**config.mk**
```make
export PLATFORM = sky130hd
export DESIGN_NAME = mesh_peer_link_fsm_unit
export DESIGN_NICKNAME = d
export VERILOG_FILES = /design/src/hw/rtl/mplf_pkg.sv /design/src/hw/rtl/mplf_fifo.sv /design/src/hw/rtl/mplf_front.sv /design/src/hw/rtl/mplf_back.sv /design/src/hw/rtl/mesh_peer_link_fsm_unit.sv
export SDC_FILE = /design/constraint.sdc
export NUM_CORES = 1
export LEC_CHECK = 0
export BUFFER_PORTS_ARGS = -buffer_cell sky130_fd_sc_hd__buf_2
export CORE_MARGIN = 2
export CORE_UTILIZATION = 45
export CTS_CLUSTER_SIZE = 40
export DETAILED_ROUTE_END_ITERATION = 16
export PLACE_DENSITY_LB_ADDON = 0.05
export SLEW_MARGIN = 25
export SYNTH_ARGS = -nofsm -noshare
export SYNTH_HDL_FRONTEND = slang
export SYNTH_SLANG_ARGS = --single-unit
```
**constraint.sdc**
```tcl
create_clock -name clk -period 7.2 [get_ports clk]
set_input_delay 0.36 -clock clk [delete_from_list [all_inputs] [get_ports clk]]
set_output_delay 0.36 -clock clk [all_outputs]
set_load 0.02 [all_outputs]
```
**src/hw/rtl/mplf_pkg.sv**
```systemverilog
package mplf_pkg;

  localparam int TIMER_WIDTH_DEF = 16;
  localparam int QUEUE_DEPTH_DEF = 2;
  localparam int MAX_BATCH       = 3;

  localparam logic [15:0] RESET_LOCAL_LINK_ID   = 16'd0;
  localparam logic [15:0] RESET_RETRY_TIMEOUT   = 16'd40;
  localparam logic [15:0] RESET_HOLDING_TIMEOUT = 16'd40;
  localparam logic [15:0] RESET_CONFIRM_TIMEOUT = 16'd40;
  localparam logic [15:0] RESET_MAX_RETRIES     = 16'd4;
  localparam logic [7:0]  RESET_MAX_BEACON_LOSS = 8'd2;

  localparam logic [3:0] EV_CNCL   = 4'd0;
  localparam logic [3:0] EV_REQ    = 4'd1;
  localparam logic [3:0] EV_ACTOPN = 4'd2;
  localparam logic [3:0] EV_CLS    = 4'd3;
  localparam logic [3:0] EV_OPNA   = 4'd4;
  localparam logic [3:0] EV_OPNR   = 4'd5;
  localparam logic [3:0] EV_CNFA   = 4'd6;
  localparam logic [3:0] EV_CNFR   = 4'd7;
  localparam logic [3:0] EV_TOR1   = 4'd8;
  localparam logic [3:0] EV_TOR2   = 4'd9;
  localparam logic [3:0] EV_TOC    = 4'd10;
  localparam logic [3:0] EV_TOH    = 4'd11;

  localparam logic [1:0] OP_NONE   = 2'd0;
  localparam logic [1:0] OP_TICK   = 2'd1;
  localparam logic [1:0] OP_BEACON = 2'd2;
  localparam logic [1:0] OP_EVENT  = 2'd3;

  localparam logic [1:0] ID_NONE  = 2'd0;
  localparam logic [1:0] ID_LEARN = 2'd1;
  localparam logic [1:0] ID_CLOSE = 2'd2;
  localparam logic [1:0] ID_CONF  = 2'd3;

  typedef struct packed {
    logic [3:0]  kind;
    logic [15:0] sender_link_id;
    logic [15:0] target_link_id;
    logic [7:0]  reason;
    logic [15:0] beacon_interval;
  } in_item_t;

  typedef struct packed {
    logic [1:0]  result_kind;
    logic [2:0]  old_state;
    logic [2:0]  new_state;
    logic [15:0] frame_local_id;
    logic [15:0] frame_peer_id;
    logic [7:0]  close_reason;
    logic        last;
  } out_item_t;

  typedef struct packed {
    logic [1:0]  op;
    logic [3:0]  ev;
    logic [1:0]  idm;
    logic [15:0] snd;
    logic [15:0] tgt;
    logic [7:0]  rsn;
    logic [15:0] bi;
  } cls_item_t;

  typedef struct packed {
    logic [15:0] local_link_id;
    logic [15:0] retry_timeout;
    logic [15:0] holding_timeout;
    logic [15:0] confirm_timeout;
    logic [15:0] max_retries;
    logic [7:0]  max_beacon_loss;
  } cfg_t;

  typedef struct packed {
    logic [1:0] kind;
    logic [2:0] old_st;
    logic [2:0] new_st;
    logic [7:0] rsn;
  } res_code_t;

endpackage

```
**src/hw/rtl/mplf_fifo.sv**
```systemverilog
module mplf_fifo #(
  parameter int DEPTH = mplf_pkg::QUEUE_DEPTH_DEF,
  parameter type item_t = logic
) (
  input  logic  clk,
  input  logic  rst_n,
  input  logic  push,
  input  item_t push_data,
  output logic  full,
  input  logic  pop,
  output item_t pop_data,
  output logic  empty
);

  localparam int AW = $clog2(DEPTH);
  localparam int CW = $clog2(DEPTH + 1);

  item_t          mem_r [DEPTH];
  logic [AW-1:0]  wp_r, wp_nxt, rp_r, rp_nxt;
  logic [CW-1:0]  cnt_r, cnt_nxt;
  logic           do_push, do_pop;

  assign full     = (cnt_r == CW'(DEPTH));
  assign empty    = (cnt_r == '0);
  assign do_push  = push && !full;
  assign do_pop   = pop && !empty;
  assign pop_data = mem_r[rp_r];

  always_comb begin
    wp_nxt  = wp_r;
    rp_nxt  = rp_r;
    cnt_nxt = cnt_r;
    if (do_push) begin
      wp_nxt = (wp_r == AW'(DEPTH - 1)) ? '0 : wp_r + 1'b1;
    end
    if (do_pop) begin
      rp_nxt = (rp_r == AW'(DEPTH - 1)) ? '0 : rp_r + 1'b1;
    end
    if (do_push && !do_pop) begin
      cnt_nxt = cnt_r + 1'b1;
    end else if (do_pop && !do_push) begin
      cnt_nxt = cnt_r - 1'b1;
    end
  end

  always_ff @(posedge clk) begin
    if (!rst_n) begin
      wp_r  <= '0;
      rp_r  <= '0;
      cnt_r <= '0;
    end else begin
      wp_r  <= wp_nxt;
      rp_r  <= rp_nxt;
      cnt_r <= cnt_nxt;
    end
  end

  always_ff @(posedge clk) begin
    if (do_push) begin
      mem_r[wp_r] <= push_data;
    end
  end

endmodule

```
**src/hw/rtl/mplf_front.sv**
```systemverilog
module mplf_front (
  input  logic                 in_valid,
  input  mplf_pkg::in_item_t   in_data,
  output logic                 in_stall,
  input  logic                 q_full,
  output logic                 q_push,
  output mplf_pkg::cls_item_t  q_data
);

  mplf_pkg::cls_item_t cls;

  always_comb begin
    cls     = '0;
    cls.snd = in_data.sender_link_id;
    cls.tgt = in_data.target_link_id;
    cls.rsn = in_data.reason;
    cls.bi  = in_data.beacon_interval;
    unique case (in_data.kind)
      4'd0: cls.op = mplf_pkg::OP_TICK;
      4'd1: cls.op = mplf_pkg::OP_BEACON;
      4'd2: begin
        cls.op = mplf_pkg::OP_EVENT;
        cls.ev = mplf_pkg::EV_ACTOPN;
      end
      4'd3: begin
        cls.op = mplf_pkg::OP_EVENT;
        cls.ev = mplf_pkg::EV_CNCL;
      end
      4'd4: begin
        cls.op = mplf_pkg::OP_EVENT;
        cls.ev = mplf_pkg::EV_REQ;
      end
      4'd5: begin
        cls.op  = mplf_pkg::OP_EVENT;
        cls.ev  = mplf_pkg::EV_CLS;
        cls.idm = mplf_pkg::ID_CLOSE;
      end
      4'd6: begin
        cls.op  = mplf_pkg::OP_EVENT;
        cls.ev  = mplf_pkg::EV_OPNA;
        cls.idm = mplf_pkg::ID_LEARN;
      end
      4'd7: begin
        cls.op  = mplf_pkg::OP_EVENT;
        cls.ev  = mplf_pkg::EV_OPNR;
        cls.idm = mplf_pkg::ID_LEARN;
      end
      4'd8: begin
        cls.op  = mplf_pkg::OP_EVENT;
        cls.ev  = mplf_pkg::EV_CNFA;
        cls.idm = mplf_pkg::ID_CONF;
      end
      4'd9: begin
        cls.op  = mplf_pkg::OP_EVENT;
        cls.ev  = mplf_pkg::EV_CNFR;
        cls.idm = mplf_pkg::ID_CONF;
      end
      default: cls.op = mplf_pkg::OP_NONE;
    endcase
  end

  // Unused kinds are taken and dropped here.
  assign in_stall = q_full;
  assign q_push   = in_valid && !q_full && (cls.op != mplf_pkg::OP_NONE);
  assign q_data   = cls;

endmodule

```
**src/hw/rtl/mplf_back.sv**
```systemverilog
module mplf_back #(
  parameter int TIMER_WIDTH = mplf_pkg::TIMER_WIDTH_DEF
) (
  input  logic                 clk,
  input  logic                 rst_n,
  input  mplf_pkg::cfg_t       cfg,
  input  logic                 q_empty,
  input  mplf_pkg::cls_item_t  q_head,
  output logic                 q_pop,
  input  logic                 o_full,
  output logic                 o_push,
  output mplf_pkg::out_item_t  o_item
);

  localparam int TW = TIMER_WIDTH;
  localparam int EW = (TW > 16) ? TW : 16;

  localparam logic P_IDLE = 1'b0;
  localparam logic P_RUN  = 1'b1;

  localparam logic [2:0] ST_IDLE = 3'd0;
  localparam logic [2:0] ST_OSNT = 3'd1;
  localparam logic [2:0] ST_CRCV = 3'd2;
  localparam logic [2:0] ST_ORCV = 3'd3;
  localparam logic [2:0] ST_ESTB = 3'd4;
  localparam logic [2:0] ST_HOLD = 3'd5;

  localparam logic [1:0] RK_STATUS = 2'd0;
  localparam logic [1:0] RK_OPEN   = 2'd1;
  localparam logic [1:0] RK_CONF   = 2'd2;
  localparam logic [1:0] RK_CLOSE  = 2'd3;

  localparam logic [7:0] RSN_CANCEL      = 8'd0;
  localparam logic [7:0] RSN_CLOSE_RCVD  = 8'd1;
  localparam logic [7:0] RSN_MAX_RETRIES = 8'd2;
  localparam logic [7:0] RSN_CONF_TO     = 8'd3;

  localparam logic [1:0] TA_KEEP = 2'd0;
  localparam logic [1:0] TA_SET  = 2'd1;
  localparam logic [1:0] TA_CLR  = 2'd2;

  typedef struct packed {
    logic [2:0]                                    nstate;
    logic [1:0]                                    cnt;
    mplf_pkg::res_code_t [mplf_pkg::MAX_BATCH-1:0] res;
    logic [1:0]                                    rta;
    logic [1:0]                                    cta;
    logic [1:0]                                    hta;
    logic                                          rinc;
  } mach_t;

  function automatic mplf_pkg::res_code_t st_res(input logic [2:0] o, input logic [2:0] n);
    mplf_pkg::res_code_t c;
    c        = '0;
    c.kind   = RK_STATUS;
    c.old_st = o;
    c.new_st = n;
    return c;
  endfunction

  function automatic mplf_pkg::res_code_t fr_res(input logic [1:0] k, input logic [7:0] r);
    mplf_pkg::res_code_t c;
    c      = '0;
    c.kind = k;
    c.rsn  = r;
    return c;
  endfunction

  function automatic mach_t to_hold(input logic [2:0] s, input logic cr, input logic cc,
                                    input logic [7:0] r);
    mach_t m;
    m        = '0;
    m.nstate = ST_HOLD;
    m.cnt    = 2'd2;
    m.res[0] = st_res(s, ST_HOLD);
    m.res[1] = fr_res(RK_CLOSE, r);
    m.rta    = cr ? TA_CLR : TA_KEEP;
    m.cta    = cc ? TA_CLR : TA_KEEP;
    m.hta    = TA_SET;
    return m;
  endfunction

  function automatic mach_t machine(input logic [2:0] s, input logic [3:0] ev,
                                    input logic [7:0] rsn);
    mach_t m;
    m        = '0;
    m.nstate = s;
    unique case (s)
      ST_IDLE: begin
        if (ev == mplf_pkg::EV_CNCL || ev == mplf_pkg::EV_CLS) begin
          m.cnt    = 2'd1;
          m.res[0] = st_res(ST_IDLE, ST_IDLE);
        end else if (ev == mplf_pkg::EV_REQ) begin
          m.cnt    = 2'd1;
          m.res[0] = fr_res(RK_CLOSE, RSN_CANCEL);
        end else if (ev == mplf_pkg::EV_ACTOPN) begin
          m.nstate = ST_OSNT;
          m.cnt    = 2'd2;
          m.res[0] = st_res(ST_IDLE, ST_OSNT);
          m.res[1] = fr_res(RK_OPEN, 8'd0);
          m.rta    = TA_SET;
        end else if (ev == mplf_pkg::EV_OPNA) begin
          m.nstate = ST_ORCV;
          m.cnt    = 2'd3;
          m.res[0] = st_res(ST_IDLE, ST_ORCV);
          m.res[1] = fr_res(RK_CONF, 8'd0);
          m.res[2] = fr_res(RK_OPEN, 8'd0);
          m.rta    = TA_SET;
        end
      end
      ST_OSNT, ST_ORCV: begin
        if (ev == mplf_pkg::EV_TOR1) begin
          m.cnt    = 2'd1;
          m.res[0] = fr_res(RK_OPEN, 8'd0);
          m.rta    = TA_SET;
          m.rinc   = 1'b1;
        end else if (ev == mplf_pkg::EV_CNFA && s == ST_OSNT) begin
          m.nstate = ST_CRCV;
          m.cnt    = 2'd1;
          m.res[0] = st_res(s, ST_CRCV);
          m.rta    = TA_CLR;
          m.cta    = TA_SET;
        end else if (ev == mplf_pkg::EV_CNFA) begin
          m.nstate = ST_ESTB;
          m.cnt    = 2'd1;
          m.res[0] = st_res(s, ST_ESTB);
          m.rta    = TA_CLR;
        end else if (ev == mplf_pkg::EV_OPNA && s == ST_OSNT) begin
          m.nstate = ST_ORCV;
          m.cnt    = 2'd2;
          m.res[0] = st_res(s, ST_ORCV);
          m.res[1] = fr_res(RK_CONF, 8'd0);
        end else if (ev == mplf_pkg::EV_CLS) begin
          m = to_hold(s, 1'b1, 1'b0, RSN_CLOSE_RCVD);
        end else if (ev == mplf_pkg::EV_OPNR || ev == mplf_pkg::EV_CNFR) begin
          m = to_hold(s, 1'b1, 1'b0, rsn);
        end else if (ev == mplf_pkg::EV_TOR2) begin
          m = to_hold(s, 1'b1, 1'b0, RSN_MAX_RETRIES);
        end else if (ev == mplf_pkg::EV_CNCL) begin
          m = to_hold(s, 1'b1, 1'b0, RSN_CANCEL);
        end
      end
      ST_CRCV: begin
        if (ev == mplf_pkg::EV_OPNA) begin
          m.nstate = ST_ESTB;
          m.cnt    = 2'd2;
          m.res[0] = st_res(s, ST_ESTB);
          m.res[1] = fr_res(RK_CONF, 8'd0);
          m.cta    = TA_CLR;
        end else if (ev == mplf_pkg::EV_CLS) begin
          m = to_hold(s, 1'b0, 1'b1, RSN_CLOSE_RCVD);
        end else if (ev == mplf_pkg::EV_OPNR || ev == mplf_pkg::EV_CNFR) begin
          m = to_hold(s, 1'b0, 1'b1, rsn);
        end else if (ev == mplf_pkg::EV_CNCL) begin
          m = to_hold(s, 1'b0, 1'b1, RSN_CANCEL);
        end else if (ev == mplf_pkg::EV_TOC) begin
          m = to_hold(s, 1'b0, 1'b0, RSN_CONF_TO);
        end
      end
      ST_ESTB: begin
        if (ev == mplf_pkg::EV_OPNA) begin
          m.cnt    = 2'd1;
          m.res[0] = fr_res(RK_CONF, 8'd0);
        end else if (ev == mplf_pkg::EV_CLS) begin
          m = to_hold(s, 1'b0, 1'b0, RSN_CLOSE_RCVD);
        end else if (ev == mplf_pkg::EV_OPNR || ev == mplf_pkg::EV_CNFR) begin
          m = to_hold(s, 1'b1, 1'b0, rsn);
        end else if (ev == mplf_pkg::EV_CNCL) begin
          m = to_hold(s, 1'b0, 1'b0, RSN_CANCEL);
        end
      end
      default: begin
        if (ev == mplf_pkg::EV_CLS) begin
          m.nstate = ST_IDLE;
          m.cnt    = 2'd1;
          m.res[0] = st_res(ST_HOLD, ST_IDLE);
          m.hta    = TA_CLR;
        end else if (ev == mplf_pkg::EV_TOH) begin
          m.nstate = ST_IDLE;
          m.cnt    = 2'd1;
          m.res[0] = st_res(ST_HOLD, ST_IDLE);
        end else if (ev == mplf_pkg::EV_OPNA || ev == mplf_pkg::EV_CNFA) begin
          m.nstate = ST_HOLD;
          m.cnt    = 2'd2;
          m.res[0] = st_res(ST_HOLD, ST_HOLD);
          m.res[1] = fr_res(RK_CLOSE, RSN_CANCEL);
        end else if (ev == mplf_pkg::EV_OPNR || ev == mplf_pkg::EV_CNFR) begin
          m.nstate = ST_HOLD;
          m.cnt    = 2'd2;
          m.res[0] = st_res(ST_HOLD, ST_HOLD);
          m.res[1] = fr_res(RK_CLOSE, rsn);
        end
      end
    endcase
    return m;
  endfunction

  function automatic logic [TW-1:0] load_t(input logic [15:0] t);
    logic [EW-1:0] e;
    logic [EW-1:0] mx;
    e  = EW'(t);
    mx = EW'({TW{1'b1}});
    return (e > mx) ? mx[TW-1:0] : e[TW-1:0];
  endfunction

  function automatic mplf_pkg::out_item_t build(input mplf_pkg::res_code_t c,
                                                input logic last,
                                                input logic [15:0] lid,
                                                input logic [15:0] pid);
    mplf_pkg::out_item_t o;
    o              = '0;
    o.result_kind  = c.kind;
    o.old_state    = c.old_st;
    o.new_state    = c.new_st;
    o.close_reason = c.rsn;
    o.last         = last;
    if (c.kind != RK_STATUS) begin
      o.frame_local_id = lid;
    end
    if (c.kind == RK_CONF || c.kind == RK_CLOSE) begin
      o.frame_peer_id = pid;
    end
    return o;
  endfunction

  logic                phase_r, phase_nxt;
  logic [2:0]          state_r, state_nxt;
  logic [15:0]         peer_r, peer_nxt;
  logic [15:0]         retry_cnt_r, retry_cnt_nxt;
  logic [TW-1:0]       rcd_r, rcd_nxt, ccd_r, ccd_nxt, hcd_r, hcd_nxt;
  logic [23:0]         bcd_r, bcd_nxt;
  logic                pend_hold_r, pend_hold_nxt, pend_conf_r, pend_conf_nxt;
  logic                pend_retry_r, pend_retry_nxt, pend_bl_r, pend_bl_nxt;
  logic [1:0]          bcnt_r, bcnt_nxt, bidx_r, bidx_nxt;
  logic                held_vld_r, held_vld_nxt;
  mplf_pkg::res_code_t [mplf_pkg::MAX_BATCH-1:0] bat_r, bat_nxt;
  mplf_pkg::res_code_t held_r, held_nxt;

  logic                eval_en;
  logic [3:0]          sel_ev;
  logic [7:0]          sel_rsn;
  mach_t               mach;
  logic                chk_tgt, tgt_bad, id_ok;
  logic [15:0]         peer_learn;
  logic                any_pend;

  assign any_pend = pend_hold_r || pend_conf_r || pend_retry_r || pend_bl_r;

  always_comb begin
    chk_tgt = (q_head.idm == mplf_pkg::ID_CLOSE) || (q_head.idm == mplf_pkg::ID_CONF);
    tgt_bad = chk_tgt && ((q_head.idm == mplf_pkg::ID_CONF) || (q_head.tgt != 16'd0))
              && (q_head.tgt != cfg.local_link_id);
    id_ok      = 1'b1;
    peer_learn = peer_r;
    if (q_head.idm != mplf_pkg::ID_NONE) begin
      if (tgt_bad) begin
        id_ok = 1'b0;
      end else if (peer_r == 16'd0) begin
        peer_learn = q_head.snd;
      end else if (chk_tgt && (peer_r != q_head.snd)) begin
        id_ok = 1'b0;
      end
    end
  end

  always_comb begin
    if (phase_r == P_IDLE) begin
      sel_ev  = q_head.ev;
      sel_rsn = q_head.rsn;
    end else begin
      sel_rsn = 8'd0;
      if (pend_hold_r) begin
        sel_ev = mplf_pkg::EV_TOH;
      end else if (pend_conf_r) begin
        sel_ev = mplf_pkg::EV_TOC;
      end else if (pend_retry_r) begin
        sel_ev = (retry_cnt_r < cfg.max_retries) ? mplf_pkg::EV_TOR1 : mplf_pkg::EV_TOR2;
      end else begin
        sel_ev = mplf_pkg::EV_CNCL;
      end
    end
  end

  assign mach = machine(state_r, sel_ev, sel_rsn);

  always_comb begin
    phase_nxt      = phase_r;
    state_nxt      = state_r;
    peer_nxt       = peer_r;
    retry_cnt_nxt  = retry_cnt_r;
    rcd_nxt        = rcd_r;
    ccd_nxt        = ccd_r;
    hcd_nxt        = hcd_r;
    bcd_nxt        = bcd_r;
    pend_hold_nxt  = pend_hold_r;
    pend_conf_nxt  = pend_conf_r;
    pend_retry_nxt = pend_retry_r;
    pend_bl_nxt    = pend_bl_r;
    bcnt_nxt       = bcnt_r;
    bidx_nxt       = bidx_r;
    bat_nxt        = bat_r;
    held_vld_nxt   = held_vld_r;
    held_nxt       = held_r;
    q_pop          = 1'b0;
    o_push         = 1'b0;
    o_item         = build(held_r, 1'b0, cfg.local_link_id, peer_r);
    eval_en        = 1'b0;

    if (phase_r == P_IDLE) begin
      if (!q_empty) begin
        q_pop = 1'b1;
        unique case (q_head.op)
          mplf_pkg::OP_TICK: begin
            hcd_nxt        = hcd_r - TW'(hcd_r != '0);
            ccd_nxt        = ccd_r - TW'(ccd_r != '0);
            rcd_nxt        = rcd_r - TW'(rcd_r != '0);
            bcd_nxt        = bcd_r - 24'(bcd_r != '0);
            pend_hold_nxt  = (hcd_r == TW'(1));
            pend_conf_nxt  = (ccd_r == TW'(1));
            pend_retry_nxt = (rcd_r == TW'(1));
            pend_bl_nxt    = (bcd_r == 24'd1);
            phase_nxt      = P_RUN;
          end
          mplf_pkg::OP_BEACON: begin
            bcd_nxt = {8'd0, q_head.bi} * {16'd0, cfg.max_beacon_loss};
          end
          mplf_pkg::OP_EVENT: begin
            if (id_ok) begin
              peer_nxt  = peer_learn;
              eval_en   = 1'b1;
              phase_nxt = P_RUN;
            end else begin
              peer_nxt = peer_learn;
            end
          end
          default: ;
        endcase
      end
    end else begin
      if (bcnt_r != 2'd0) begin
        if (!held_vld_r || !o_full) begin
          o_push       = held_vld_r;
          held_nxt     = bat_r[bidx_r];
          held_vld_nxt = 1'b1;
          bidx_nxt     = bidx_r + 2'd1;
          bcnt_nxt     = bcnt_r - 2'd1;
        end
      end else if (any_pend) begin
        eval_en = 1'b1;
        if (pend_hold_r) begin
          pend_hold_nxt = 1'b0;
        end else if (pend_conf_r) begin
          pend_conf_nxt = 1'b0;
        end else if (pend_retry_r) begin
          pend_retry_nxt = 1'b0;
        end else begin
          pend_bl_nxt = 1'b0;
        end
      end else if (held_vld_r) begin
        // The held beat is the final one of this item.
        if (!o_full) begin
          o_push       = 1'b1;
          o_item       = build(held_r, 1'b1, cfg.local_link_id, peer_r);
          held_vld_nxt = 1'b0;
          phase_nxt    = P_IDLE;
        end
      end else begin
        phase_nxt = P_IDLE;
      end
    end

    if (eval_en) begin
      state_nxt = mach.nstate;
      bat_nxt   = mach.res;
      bcnt_nxt  = mach.cnt;
      bidx_nxt  = 2'd0;
      if (mach.rinc && (retry_cnt_r != 16'hFFFF)) begin
        retry_cnt_nxt = retry_cnt_r + 16'd1;
      end
      case (mach.rta)
        TA_SET: begin
          rcd_nxt        = load_t(cfg.retry_timeout);
          pend_retry_nxt = 1'b0;
        end
        TA_CLR: begin
          rcd_nxt        = '0;
          pend_retry_nxt = 1'b0;
        end
        default: ;
      endcase
      case (mach.cta)
        TA_SET: begin
          ccd_nxt       = load_t(cfg.confirm_timeout);
          pend_conf_nxt = 1'b0;
        end
        TA_CLR: begin
          ccd_nxt       = '0;
          pend_conf_nxt = 1'b0;
        end
        default: ;
      endcase
      case (mach.hta)
        TA_SET: begin
          hcd_nxt       = load_t(cfg.holding_timeout);
          pend_hold_nxt = 1'b0;
        end
        TA_CLR: begin
          hcd_nxt       = '0;
          pend_hold_nxt = 1'b0;
        end
        default: ;
      endcase
    end
  end

  always_ff @(posedge clk) begin
    if (!rst_n) begin
      phase_r      <= P_IDLE;
      state_r      <= ST_IDLE;
      peer_r       <= '0;
      retry_cnt_r  <= '0;
      rcd_r        <= '0;
      ccd_r        <= '0;
      hcd_r        <= '0;
      bcd_r        <= '0;
      pend_hold_r  <= 1'b0;
      pend_conf_r  <= 1'b0;
      pend_retry_r <= 1'b0;
      pend_bl_r    <= 1'b0;
      bcnt_r       <= '0;
      bidx_r       <= '0;
      held_vld_r   <= 1'b0;
    end else begin
      phase_r      <= phase_nxt;
      state_r      <= state_nxt;
      peer_r       <= peer_nxt;
      retry_cnt_r  <= retry_cnt_nxt;
      rcd_r        <= rcd_nxt;
      ccd_r        <= ccd_nxt;
      hcd_r        <= hcd_nxt;
      bcd_r        <= bcd_nxt;
      pend_hold_r  <= pend_hold_nxt;
      pend_conf_r  <= pend_conf_nxt;
      pend_retry_r <= pend_retry_nxt;
      pend_bl_r    <= pend_bl_nxt;
      bcnt_r       <= bcnt_nxt;
      bidx_r       <= bidx_nxt;
      held_vld_r   <= held_vld_nxt;
    end
  end

  always_ff @(posedge clk) begin
    bat_r  <= bat_nxt;
    held_r <= held_nxt;
  end

  a_push_room: assert property (@(posedge clk) disable iff (!rst_n)
    o_push |-> !o_full)
    else $error("result beat pushed into a full queue");

  a_pop_data: assert property (@(posedge clk) disable iff (!rst_n)
    q_pop |-> !q_empty && (phase_r == P_IDLE))
    else $error("event queue popped while empty or busy");

  a_idle_clean: assert property (@(posedge clk) disable iff (!rst_n)
    (phase_r == P_IDLE) |-> (bcnt_r == 2'd0) && !held_vld_r && !any_pend)
    else $error("idle with results or expiries outstanding");

  a_last_closes: assert property (@(posedge clk) disable iff (!rst_n)
    (o_push && o_item.last) |=> (phase_r == P_IDLE) && !held_vld_r)
    else $error("final beat pushed without ending the item");

endmodule

```
**src/hw/rtl/mesh_peer_link_fsm_unit.sv**
```systemverilog
// Mesh peer-link state machine.
// Input channel (in_valid, in_stall, in_data): one event per beat, taken
// whenever the two-entry event queue has room, so a new beat can follow in
// the next cycle while earlier ones are still being handled.
// Output channel (out_valid, out_stall, out_data): status changes and frame
// requests, the final beat of each event marked by last, from a two-entry
// result queue.
// Configuration (cfg_wr_en, cfg_index, cfg_wdata) is to be written while
// idle; the block itself does not enforce this. With the engine free, the
// first result of an event passes the event queue, the engine's batch and
// held beat, and the result queue before it is offered. The engine, which
// sets the rate, takes a beat only when idle; it is done with a beacon or
// a frame dropped on its link ids as it takes it, evaluates any other beat
// and sends its results one by one, then each timer expired on a tick.
// Reset clears the link to idle, all timers to stopped and both queues.
// A stall on the output holds the result queue; the engine waits when it
// is full and the event queue then fills and stalls the input.
module mesh_peer_link_fsm_unit #(
  parameter int TIMER_WIDTH = mplf_pkg::TIMER_WIDTH_DEF,
  parameter int QUEUE_DEPTH = mplf_pkg::QUEUE_DEPTH_DEF
) (
  input  logic                 clk,
  input  logic                 rst_n,
  input  logic                 in_valid,
  output logic                 in_stall,
  input  mplf_pkg::in_item_t   in_data,
  output logic                 out_valid,
  input  logic                 out_stall,
  output mplf_pkg::out_item_t  out_data,
  input  logic                 cfg_wr_en,
  input  logic [2:0]           cfg_index,
  input  logic [15:0]          cfg_wdata
);

  localparam logic [2:0] REG_LOCAL_LINK_ID   = 3'd0;
  localparam logic [2:0] REG_RETRY_TIMEOUT   = 3'd1;
  localparam logic [2:0] REG_HOLDING_TIMEOUT = 3'd2;
  localparam logic [2:0] REG_CONFIRM_TIMEOUT = 3'd3;
  localparam logic [2:0] REG_MAX_RETRIES     = 3'd4;
  localparam logic [2:0] REG_MAX_BEACON_LOSS = 3'd5;

  mplf_pkg::cfg_t       cfg_r, cfg_nxt;
  mplf_pkg::cls_item_t  fq_in, fq_head;
  mplf_pkg::out_item_t  oq_in;
  logic                 fq_push, fq_full, fq_pop, fq_empty;
  logic                 oq_push, oq_full, oq_pop, oq_empty;

  always_comb begin
    cfg_nxt = cfg_r;
    if (cfg_wr_en) begin
      unique case (cfg_index)
        REG_LOCAL_LINK_ID:   cfg_nxt.local_link_id   = cfg_wdata;
        REG_RETRY_TIMEOUT:   cfg_nxt.retry_timeout   = cfg_wdata;
        REG_HOLDING_TIMEOUT: cfg_nxt.holding_timeout = cfg_wdata;
        REG_CONFIRM_TIMEOUT: cfg_nxt.confirm_timeout = cfg_wdata;
        REG_MAX_RETRIES:     cfg_nxt.max_retries     = cfg_wdata;
        REG_MAX_BEACON_LOSS: cfg_nxt.max_beacon_loss = cfg_wdata[7:0];
        default: ;
      endcase
    end
  end

  always_ff @(posedge clk) begin
    if (!rst_n) begin
      cfg_r.local_link_id   <= mplf_pkg::RESET_LOCAL_LINK_ID;
      cfg_r.retry_timeout   <= mplf_pkg::RESET_RETRY_TIMEOUT;
      cfg_r.holding_timeout <= mplf_pkg::RESET_HOLDING_TIMEOUT;
      cfg_r.confirm_timeout <= mplf_pkg::RESET_CONFIRM_TIMEOUT;
      cfg_r.max_retries     <= mplf_pkg::RESET_MAX_RETRIES;
      cfg_r.max_beacon_loss <= mplf_pkg::RESET_MAX_BEACON_LOSS;
    end else begin
      cfg_r <= cfg_nxt;
    end
  end

  mplf_front u_front (
    .in_valid (in_valid),
    .in_data  (in_data),
    .in_stall (in_stall),
    .q_full   (fq_full),
    .q_push   (fq_push),
    .q_data   (fq_in)
  );

  mplf_fifo #(
    .DEPTH  (QUEUE_DEPTH),
    .item_t (mplf_pkg::cls_item_t)
  ) u_event_q (
    .clk       (clk),
    .rst_n     (rst_n),
    .push      (fq_push),
    .push_data (fq_in),
    .full      (fq_full),
    .pop       (fq_pop),
    .pop_data  (fq_head),
    .empty     (fq_empty)
  );

  mplf_back #(
    .TIMER_WIDTH (TIMER_WIDTH)
  ) u_back (
    .clk     (clk),
    .rst_n   (rst_n),
    .cfg     (cfg_r),
    .q_empty (fq_empty),
    .q_head  (fq_head),
    .q_pop   (fq_pop),
    .o_full  (oq_full),
    .o_push  (oq_push),
    .o_item  (oq_in)
  );

  mplf_fifo #(
    .DEPTH  (QUEUE_DEPTH),
    .item_t (mplf_pkg::out_item_t)
  ) u_result_q (
    .clk       (clk),
    .rst_n     (rst_n),
    .push      (oq_push),
    .push_data (oq_in),
    .full      (oq_full),
    .pop       (oq_pop),
    .pop_data  (out_data),
    .empty     (oq_empty)
  );

  assign out_valid = !oq_empty;
  assign oq_pop    = out_valid && !out_stall;

endmodule
```
==> results of run 1 <==
[sequential cells by signal (all words and copies together) (netlist names), 2 cells and up, named ones only]
name and cells:
u_back.rcd_r 16, u_event_q.cnt_r 2, u_back.bidx_r 2, u_back.bcd_r 24, u_back.state_r 3, u_back.bat_r 19, u_event_q.mem_r 124, u_back.ccd_r 16
cfg_r 88, u_back.peer_r 16, u_result_q.cnt_r 2, u_back.bcnt_r 2, u_back.held_r 16, u_back.retry_cnt_r 16, u_result_q.mem_r 98, u_back.hcd_r 16
[power by group through the flow]
stage	Sequential [mW]	Combinational, mW	Clock (mW)
global route	3.48	3.94	2.78
detailed placement	3.49	3.46	0
finish	3.44	3.52	2.60
global placement	3.48	3.42	0
CTS	3.43	3.52	2.67
floorplan	3.41	2.63	0
[cells in the mapped netlist (all sizes together), types with 6 or more instances]
cell | number | share of area [%]
mux2 | 103 | 4.7
or3 | 18 | 0.46
xor2 | 43 | 1.5
ha | 77 | 3.9
o21ai | 78 | 1.6
a22oi | 10 | 0.30
o211ai | 16 | 0.49
nor4 | 35 | 0.91
clkbuf | 81 | 1.2
nand3 | 37 | 0.75
mux2i | 36 | 1.5
nor3b | 8 | 0.24
or4 | 11 | 0.33
nor3 | 38 | 0.77
xnor2 | 54 | 1.9
o21a | 11 | 0.33
buf | 25 | 0.53
nor2 | 161 | 2.4
nand2 | 364 | 5.5
and3 | 13 | 0.33
nand4 | 14 | 0.35
a211oi | 27 | 0.82
fa | 84 | 6.8
nand3b | 8 | 0.24
nand4b | 10 | 0.35
dfxtp | 215 | 17
nand2b | 12 | 0.30
or2 | 10 | 0.25
a31oi | 8 | 0.20
a31o | 6 | 0.21
o31ai | 15 | 0.46
and2 | 80 | 2.0
nor2b | 40 | 1.0
edfxtp | 257 | 31
a21o | 7 | 0.21
a21oi | 184 | 3.7
inv | 136 | 2.1
[layout make-up]
| type | count | area, um^2 |
|---|---|---|
| Antenna cell | 1 | 2.502 |
| Clock buffer | 71 | 1430 |
| Clock inverter | 23 | 236.5 |
| Fill cell | 4926 | 25740 |
| Inverter | 136 | 515.5 |
| Multi-Input combinational cell | 1685 | 11810 |
| Sequential cell | 472 | 12030 |
| Tap cell | 696 | 870.8 |
| Timing Repair Buffer | 212 | 1396 |
[cells in the final DEF, fill, tap and decap left out, types with 22 or more instances in the layout]
cell type | Yosys | final
a211oi_1 | 27 | 27
edfxtp_1 | 257 | 257
a21oi_1 | 184 | 184
nand2_1 | 364 | 364
nor2_1 | 161 | 158
xnor2_1 | 54 | 54
dlygate4sd3_1 | 0 | 56
nor3_1 | 38 | 35
nor4_1 | 34 | 34
buf_4 | 5 | 22
buf_2 | 8 | 134
and2_1 | 80 | 79
nand3_1 | 37 | 37
fa_1 | 84 | 84
inv_1 | 135 | 135
clkbuf_16 | 0 | 50
ha_1 | 77 | 77
dfxtp_1 | 215 | 213
mux2_2 | 101 | 101
o21ai_0 | 76 | 76
xor2_1 | 43 | 43
mux2i_1 | 36 | 36
nor2b_1 | 40 | 39
[metrics by stage]
step / util, % / area, um^2 / instances / worst slack, ns / power [mW]
after floorplan: - / 24700 / 2399 / 1.065 / 6.034
after global placement: 48.16 / 26020 / 3145 / 1.494 / 6.899
after detailed placement: 48.21 / 26040 / 3145 / 1.320 / 6.952
after CTS: 52.33 / 28270 / 3295 / 1.254 / 9.624
after global routing: 52.36 / 28290 / 3296 / 0.9916 / 10.20
final: 52.36 / 28290 / 3296 / 1.230 / 9.557
[routing by layer]
metal	global-route usage (%)	vias up	wire (um)
met2	36.75	417	29220
met5	0	-	0
met4	5.947	0	1330
met1	31.67	8906	29600
met3	3.124	82	3066
li1	-	8740	-
[final timing paths]
path               startpoint  slack (ns)  depth (start not counted)                      to
min             cfg_wdata[10]        0.10                          3               cfg_r[34]
max reg2reg          register        1.23                         16        u_back.bcd_r[22]
min reg2reg  u_back.held_r[6]        0.44                          0  u_result_q.mem_r[1][7]
max                  register        1.23                         16        u_back.bcd_r[22]
[worst min-delay path, delay by kind of cell]
| family | cells | cell delay [ns] |
|---|---|---|
| buf+inv | 1 | 0.18 |
| simple gates | 1 | 0.08 |
| compound gates | 1 | 0.05 |
[cells by family after synthesis]
kind of cell,after synthesis,share of synthesized area [%]
simple gates,870,16.72
flops,472,48.66
compound gates,418,10.49
buf+inv,242,3.824
fa+ha+maj,161,10.71
mux,139,6.153
xor+xnor,97,3.439
[what timing repair did]
action                    in CTS  in global routing
hold buffers                  56                  0
hold endpoints to repair     112                  0
buffers inserted               0                  0
==> impl_metrics.tcl, run 1 <==
set metrics [dict create \
    critPathMostFrequentCell "fa_1" \
    synth.distinct_cells 76 \
    cts_tree "yes" \
    total_leakage_power_nw 10.73 \
    clock_sinks 472 \
    rows 85 \
    hp-class "primary input to register" \
    drt-pass1-iter-count 5 \
    critical_path_class "register to register" \
    slew_viol_final 0 \
    cts.path.max_buffers 3 \
    ios 135 \
    slowest_stage "mux2i_1" \
    worstPathMaxFanout 17 \
    syn_area_per_cell_um2 10.30 \
    dieArea_um2 56790 \
    period_needed_ns 5.970 \
    synth_edf_count 257 \
    cts-buffers-inserted 50 \
    cp_top_family "adder cells" \
    fin_nets 2802 \
    crit_buf_inv 1 \
    ys_ff_latch 472 \
    grt_use_total_pct 22.55 \
    place_hpwl_mm 43.66 \
    drive_above_1_share_pct 14.39 \
    finalCritPeriodShare_pct 82.91 \
    critPathCaptureType "register" \
    syn_area_um2 24700 \
    die_x_um 238.3 \
    comb_power_share_pct 36.8 \
    post_cts_resized 0 \
    p_int_mw 6.069 \
    max_slew.worst_pin.slew_ns 1.080 \
    outcome "finished, final reports clean" \
    p_clk_share_pct 27.2 \
    start_util_pct 45.73 \
    globalplace.congestion 0.8749 \
    core_um2 54030 \
    cts.clk_slew.worst_paths_ns 0.06 \
    swShare_pct 36.49 \
    synth_fp_nets 2644 \
    drtAntennaViolNets 0 \
    crit_required_ns 7.68 \
    via_count 18150 \
    io_buffers 134 \
    skew_ns 0.02460 \
    htreeDepth 2 \
    critPathLaunchType "register" \
    wl_per_cell_um 19.18 \
    insertion_delay_ns 0.62 \
    area_delta_synth_final_pct 14.50 \
    syn_inst 2399 \
    slowest_delay_ns 0.68 \
    drv_cap 0 \
    cp_cell_sequence "mux2i_1, nand2b_1, fa_1, fa_1, inv_1, fa_1, fa_1, ha_1, o21a_1, o21ai_0, o2bb2ai_1, o31ai_1, a41o_1, a211o_1, o31a_1, o311ai_0" \
    fin_setup_tns_ns 0 \
    power.density_nw_per_um2 337.8 \
    root_buffer "clkbuf_16" \
    ir_drop_mv 0.2530 \
    grt_pass1_wl_mm 100.5 \
    p_seq_share_pct 36.0 \
    drc_errors 0 \
    arrival_ns 6.45 \
    overflow 0 \
    yosysSeqAreaShare_pct 48.66 \
    async_flop_share_pct 0 \
    switching_power_mw 3.487 \
    fp.dieH_um 238.3 \
    drt_wl_total_mm 63.22 \
    setup_viol 0 \
    rsz0062_at_grt "no" \
    yosys_most_used_dff "edfxtp_1" \
    drt-initial-drc-count 1275 \
    hold_violations 0 \
    holdWs_ns 0.1018 \
    grt_pass1_vias 18070 \
    relSlewSlack_pct 27.60 \
    grt_max_degree 73 \
    yosys_warnings 0 \
    fmax_ghz 0.1675 \
    antenna_found_initial 1 \
    viasPerCell 5.505 \
]
Note: power is estimated with default switching activity, not from simulation.
==> run 2, diff against run 1 <==
Clock period 7.2 ns to 4.79 ns, I/O delays scaled along.
==> impl_metrics.tcl, run 2 (synthesized netlist as in run 1, its figures left out) <==
set metrics [dict create \
    outcome "complete, but fails checks" \
    violations "setup timing" \
    top_layer "met4" \
    cts.path.max_buffers 3 \
    num-fill-cells 4841 \
    period_needed_ns 5.037 \
    dieArea_um2 56790 \
    die_x_um 238.3 \
    cts_tree "yes" \
    drt-initial-drc-count 1212 \
    clock_sinks 472 \
    setup_viol 5 \
    io_buffers 134 \
    drv_cap 0 \
    largest_reg_flops 124 \
    final_cell_mix "nand2_1 (361), edfxtp_1 (257), dfxtp_1 (213)" \
    critPathLaunchType "register" \
    viasPerCell 5.454 \
    final_area_um2 29830 \
    cts.clk_slew.worst_paths_ns 0.06 \
    rsz0062_at_grt "yes" \
    start_util_pct 45.73 \
    hold_violations 0 \
    slew_viol_final 0 \
    drt_wl_total_mm 64.28 \
    fmax_ghz 0.1985 \
    antenna_found_initial 0 \
    slowest_stage "fa_1" \
    top_register "u_event_q.mem_r" \
    slowest_delay_ns 0.54 \
    drtAntennaViolNets 0 \
    rows 85 \
    drt-pass1-iter-count 7 \
    multi_input_comb_area_um2 12260 \
    rrSetupSlack_ns -0.25 \
    fin_nets 2907 \
    fin_setup_tns_ns -0.5863 \
    core_um2 54030 \
    fp.dieH_um 238.3 \
    cts-buffers-inserted 51 \
    power.density_nw_per_um2 509.8 \
    crit_buf_inv 1 \
    skew_ns 0.01801 \
    critical_path_class "register to register" \
    pre_cts_slack_ns -0.2815 \
    reg_top3 "u_event_q.mem_r x124, u_result_q.mem_r x98, cfg_r x88" \
    final_common_cell "nand2_1" \
    crit_required_ns 5.29 \
    worstPathMaxFanout 7 \
    htreeDepth 2 \
    cp_cell_sequence "buf_6, mux2_4, and2_4, fa_1, fa_1, fa_1, fa_1, ha_4, o21a_1, o21ai_4, o2bb2ai_4, o31ai_2, a41o_1, a211o_1, o31a_1, o311ai_1" \
    grt_max_degree 87 \
    drc_errors 0 \
    relSlewSlack_pct 31.37 \
    dr_wl_met2_mm 29.61 \
    overflow 0 \
    wl_per_cell_um 18.90 \
    ios 135 \
    grt_use_total_pct 22.94 \
    globalplace.congestion 0.8967 \
    place_hpwl_mm 44.51 \
    total_leakage_power_nw 11.48 \
    max_slew.worst_pin.slew_ns 1.029 \
    critPathMostFrequentCell "fa_1" \
    area_delta_synth_final_pct 20.73 \
    utilization_pct 55.21 \
    hp-class "primary input to register" \
    insertion_delay_ns 0.60 \
    drive_above_1_share_pct 19.74 \
    root_buffer "clkbuf_16" \
    ir_drop_mv 0.3314 \
    critPathCaptureType "register" \
    total_power_mw 15.21 \
    wl_met1_mm 30.10 \
    grt_pass1_vias 18870 \
    dr_wl_met3_mm 3.401 \
    finalCritPeriodShare_pct 105.2 \
    arrival_ns 5.54 \
    via_count 18560 \
    seq_area_um2 12030 \
    grt_pass1_wl_mm 103.0 \
    setup_ws_ns -0.2469 \
    cp_top_family "adder cells" \
    dpl_cell_area_um2 27070 \
]
[run 2: cell count changes in the layout (fill, tap and decap cells not counted), moves of 7 or more]
cell / delta
ha_1: -12
buf_12: +10
mux2_2: -12
mux2_4: +12
ha_4: +11
buf_4: +83
and2_4: +7
and2_1: -7
[run 2: path summary, 6_finish.rpt]
path              cells past startpoint                      to             start
setup / recovery                     16        u_back.bcd_r[22]          register
hold / removal                        3               cfg_r[49]      cfg_wdata[9]
hold reg to reg                       0  u_result_q.mem_r[0][2]  u_back.held_r[1]
setup reg to reg                     16        u_back.bcd_r[22]          register
[run 2: area by class of cell]
type                    instances  share of cell area, %
clock buffers                  80                  5.336
repair buffers                316                  7.836
multi-input cells            1685                  41.10
clock inverters                16                 0.7467
inverters                     136                  1.728
well taps                     696                  2.920
flip-flops and latches        472                  40.32
diodes                          1               0.008390
[run 2: what timing repair did]
| item | 4_1_cts | 5_1_grt |
|---|---|---|
| pin swaps | 18 | 23 |
| setup buffers | 3 | 5 |
| endpoints found under the setup margin | 8 | 14 |
| hold endpoints to repair | 129 | 0 |
| hold buffers | 61 | 0 |
| gates resized for setup | 23 | 32 |
[run 2: routing by layer]
metal  global-route usage, %  vias to the layer above
met5                       0                        -
met4                   5.284                        0
met3                   3.366                       88
met2                   37.23                      470
met1                   32.52                     9058
li1                        -                     8940
[run 2: metrics by stage]
step / std cells / hold slack (ns)
2_1_floorplan: 2399 / 0.3384
3_3_place_gp: 3236 / 0.4222
3_5_place_dp: 3236 / 0.4315
4_1_cts: 3396 / 0.001618
5_1_grt: 3401 / 0.02013
6_report: 3402 / 0.03046
[run 2: power by group]
part           total [mW]  leakage [nW]  internal, mW  switching (mW)
Sequential           5.15          4.08          4.79           0.355
Combinational        5.85          6.51          2.48            3.36
Clock                4.21         0.888          2.56            1.65
[run 2: worst min-delay path: cells and delay by family]
| kind | cells | cell delay (ns) |
|---|---|---|
| buf+inv | 1 | 0.20 |
| simple gates | 1 | 0.09 |
| compound gates | 1 | 0.05 |
==> run 3, diff against run 2 <==
Settings changed: RECOVER_POWER from default to 100.
==> impl_metrics.tcl, run 3 (synthesized netlist as in run 1, its figures left out) <==
set metrics [dict create \
    outcome "complete, but fails checks" \
    violations "capacitance limit, slew limit, setup timing" \
    setup_ws_ns -0.2130 \
    slowest_delay_ns 0.54 \
    crit_buf_inv 1 \
    slowest_stage "fa_1" \
    io_buffers 134 \
    drt-pass1-iter-count 5 \
    largest_reg_flops 124 \
    critPathMostFrequentCell "fa_1" \
    dieArea_um2 56790 \
    cts.path.max_buffers 3 \
    utilization_pct 54.88 \
    drtAntennaViolNets 0 \
    r2r-end "u_back.bcd_r[22]" \
    cts_tree "yes" \
    cp_cell_sequence "buf_6, mux2_4, and2_4, fa_1, fa_1, fa_1, fa_1, ha_4, o21a_1, o21ai_4, o2bb2ai_4, o31ai_2, a41o_1, a211o_1, o31a_1, o311ai_1" \
    grt_busiest_layer "met2" \
    antenna_found_initial 0 \
    r2r_cells 16 \
    arrival_ns 5.51 \
    place_hpwl_mm 44.51 \
    use_met2_pct 37.23 \
    rrSetupSlack_ns -0.21 \
    overflow 0 \
    core_um2 54030 \
    viasPerCell 5.457 \
    relSlewSlack_pct -108.3 \
    area_delta_synth_final_pct 20.03 \
    reg_top3 "u_event_q.mem_r x124, u_result_q.mem_r x98, cfg_r x88" \
    htreeDepth 2 \
    wl_per_cell_um 18.93 \
    total_power_mw 15.20 \
    drv_cap 5 \
    fmax_ghz 0.1999 \
    setup_viol 8 \
    root_buffer "clkbuf_16" \
    worstPathMaxFanout 7 \
    critical_path_class "register to register" \
    rows 85 \
    grt_pass1_vias 18870 \
    fp.dieH_um 238.3 \
    final_common_cell "nand2_1" \
    grtUsageMet3_pct 3.366 \
    top_register "u_event_q.mem_r" \
    globalplace.congestion 0.8967 \
    start_util_pct 45.73 \
    total_leakage_power_nw 11.16 \
    crit_required_ns 5.30 \
    slew_viol_final 283 \
    via_count 18560 \
    finalCritPeriodShare_pct 104.4 \
    holdWs_ns 0.02610 \
    insertion_delay_ns 0.61 \
    hp-class "primary input to register" \
    drive_above_1_share_pct 15.60 \
    fin_setup_tns_ns -0.6627 \
    hold-path-cell-count 3 \
    critPathCaptureType "register" \
    cts.clk_slew.worst_paths_ns 0.06 \
    drt_wl_total_mm 64.39 \
    worstHoldEndpoint "cfg_r[49]" \
    drt-initial-drc-count 1215 \
    grt_pass1_wl_mm 103.0 \
    grt_use_total_pct 22.94 \
    num-fill-cells 4900 \
    drc_errors 0 \
    ios 135 \
    diodes 0 \
    final_cell_mix "nand2_1 (361), edfxtp_1 (257), dfxtp_1 (213)" \
    period_needed_ns 5.003 \
    max_slew.worst_pin.slew_ns 3.121 \
    min_from "cfg_wdata[9]" \
    hold_violations 0 \
    cts-buffers-inserted 51 \
    fin_nets 2907 \
    cp_top_family "adder cells" \
    skew_ns 0.01806 \
    grt_max_degree 87 \
    clock_sinks 472 \
    met1_usage_pct 32.52 \
    power.density_nw_per_um2 512.7 \
    rsz0062_at_grt "yes" \
    ir_drop_mv 0.3614 \
    critPathLaunchType "register" \
    die_x_um 238.3 \
]
run 3: cell types whose count changed in the layout (fill, tap and decap cells not counted), moves of 5 or more:
| cell | change |
|---|---|
| clkbuf_1 | +103 |
| buf_2 | -98 |
| and2_0 | +31 |
| and2_1 | -30 |
| buf_4 | -12 |
| clkbuf_2 | +6 |
| mux2_1 | +5 |
| mux2_2 | -5 |
run 3: cell type report:
| class | count | area [um^2] | share of cell area (%) |
|---|---|---|---|
| Clock buffer | 80 | 1592 | 5.367 |
| Sequential cell | 472 | 12030 | 40.56 |
| Inverter | 136 | 510.5 | 1.722 |
| Tap cell | 696 | 870.8 | 2.937 |
| Timing Repair Buffer | 316 | 2181 | 7.355 |
| Multi-Input combinational cell | 1685 | 12250 | 41.31 |
| Clock inverter | 16 | 222.7 | 0.7511 |
run 3: worst register-to-register path: cells and delay by family (launching register included):
kind,cells,cell delay (ns)
compound gates,8,1.72
fa+ha+maj,5,2.16
buf+inv,1,0.12
flops,1,0.44
mux,1,0.32
simple gates,1,0.15
run 3: power by group:
part	switching, mW	total [mW]	leakage (nW)	internal, mW
combinational	3.37	5.83	6.19	2.46
sequential	0.357	5.16	4.08	4.80
clock	1.66	4.22	0.888	2.56
run 3: what timing repair did:
item | CTS | global route
pin swaps | 18 | 23
hold buffers | 61 | 0
resized for setup | 23 | 32
setup endpoints to repair | 8 | 14
buffers inserted | 3 | 5
endpoints found under the hold margin | 129 | 0
gates cloned | 0 | 0
run 3: routing by layer:
metal	vias up	share of wire [%]
li1	8941	-
met1	9086	47
met2	441	46
met3	92	5.0
met4	0	2.0
met5	-	0
run 3: worst max-delay path by stage:
stage          slack, ns          endpoint  depth (start not counted)
2_1_floorplan      -0.41  u_back.bcd_r[22]                         21
3_3_place_gp       -0.19  u_back.bcd_r[21]                         15
3_5_place_dp       -0.28  u_back.bcd_r[21]                         15
4_1_cts            -0.18  u_back.bcd_r[22]                         17
5_1_grt            -0.33  u_back.bcd_r[22]                         17
6_report           -0.21  u_back.bcd_r[22]                         16
run 3: through the flow:
stage                     setup slack, ns  instance area (um^2)  cells
after floorplan                   -0.4077                 24990   2399
after global placement            -0.1870                 27070   3236
after detailed placement          -0.2815                 27070   3236
after CTS                         -0.1787                 29630   3396
after global routing              -0.3313                 29650   3401
final                             -0.2130                 29650   3401
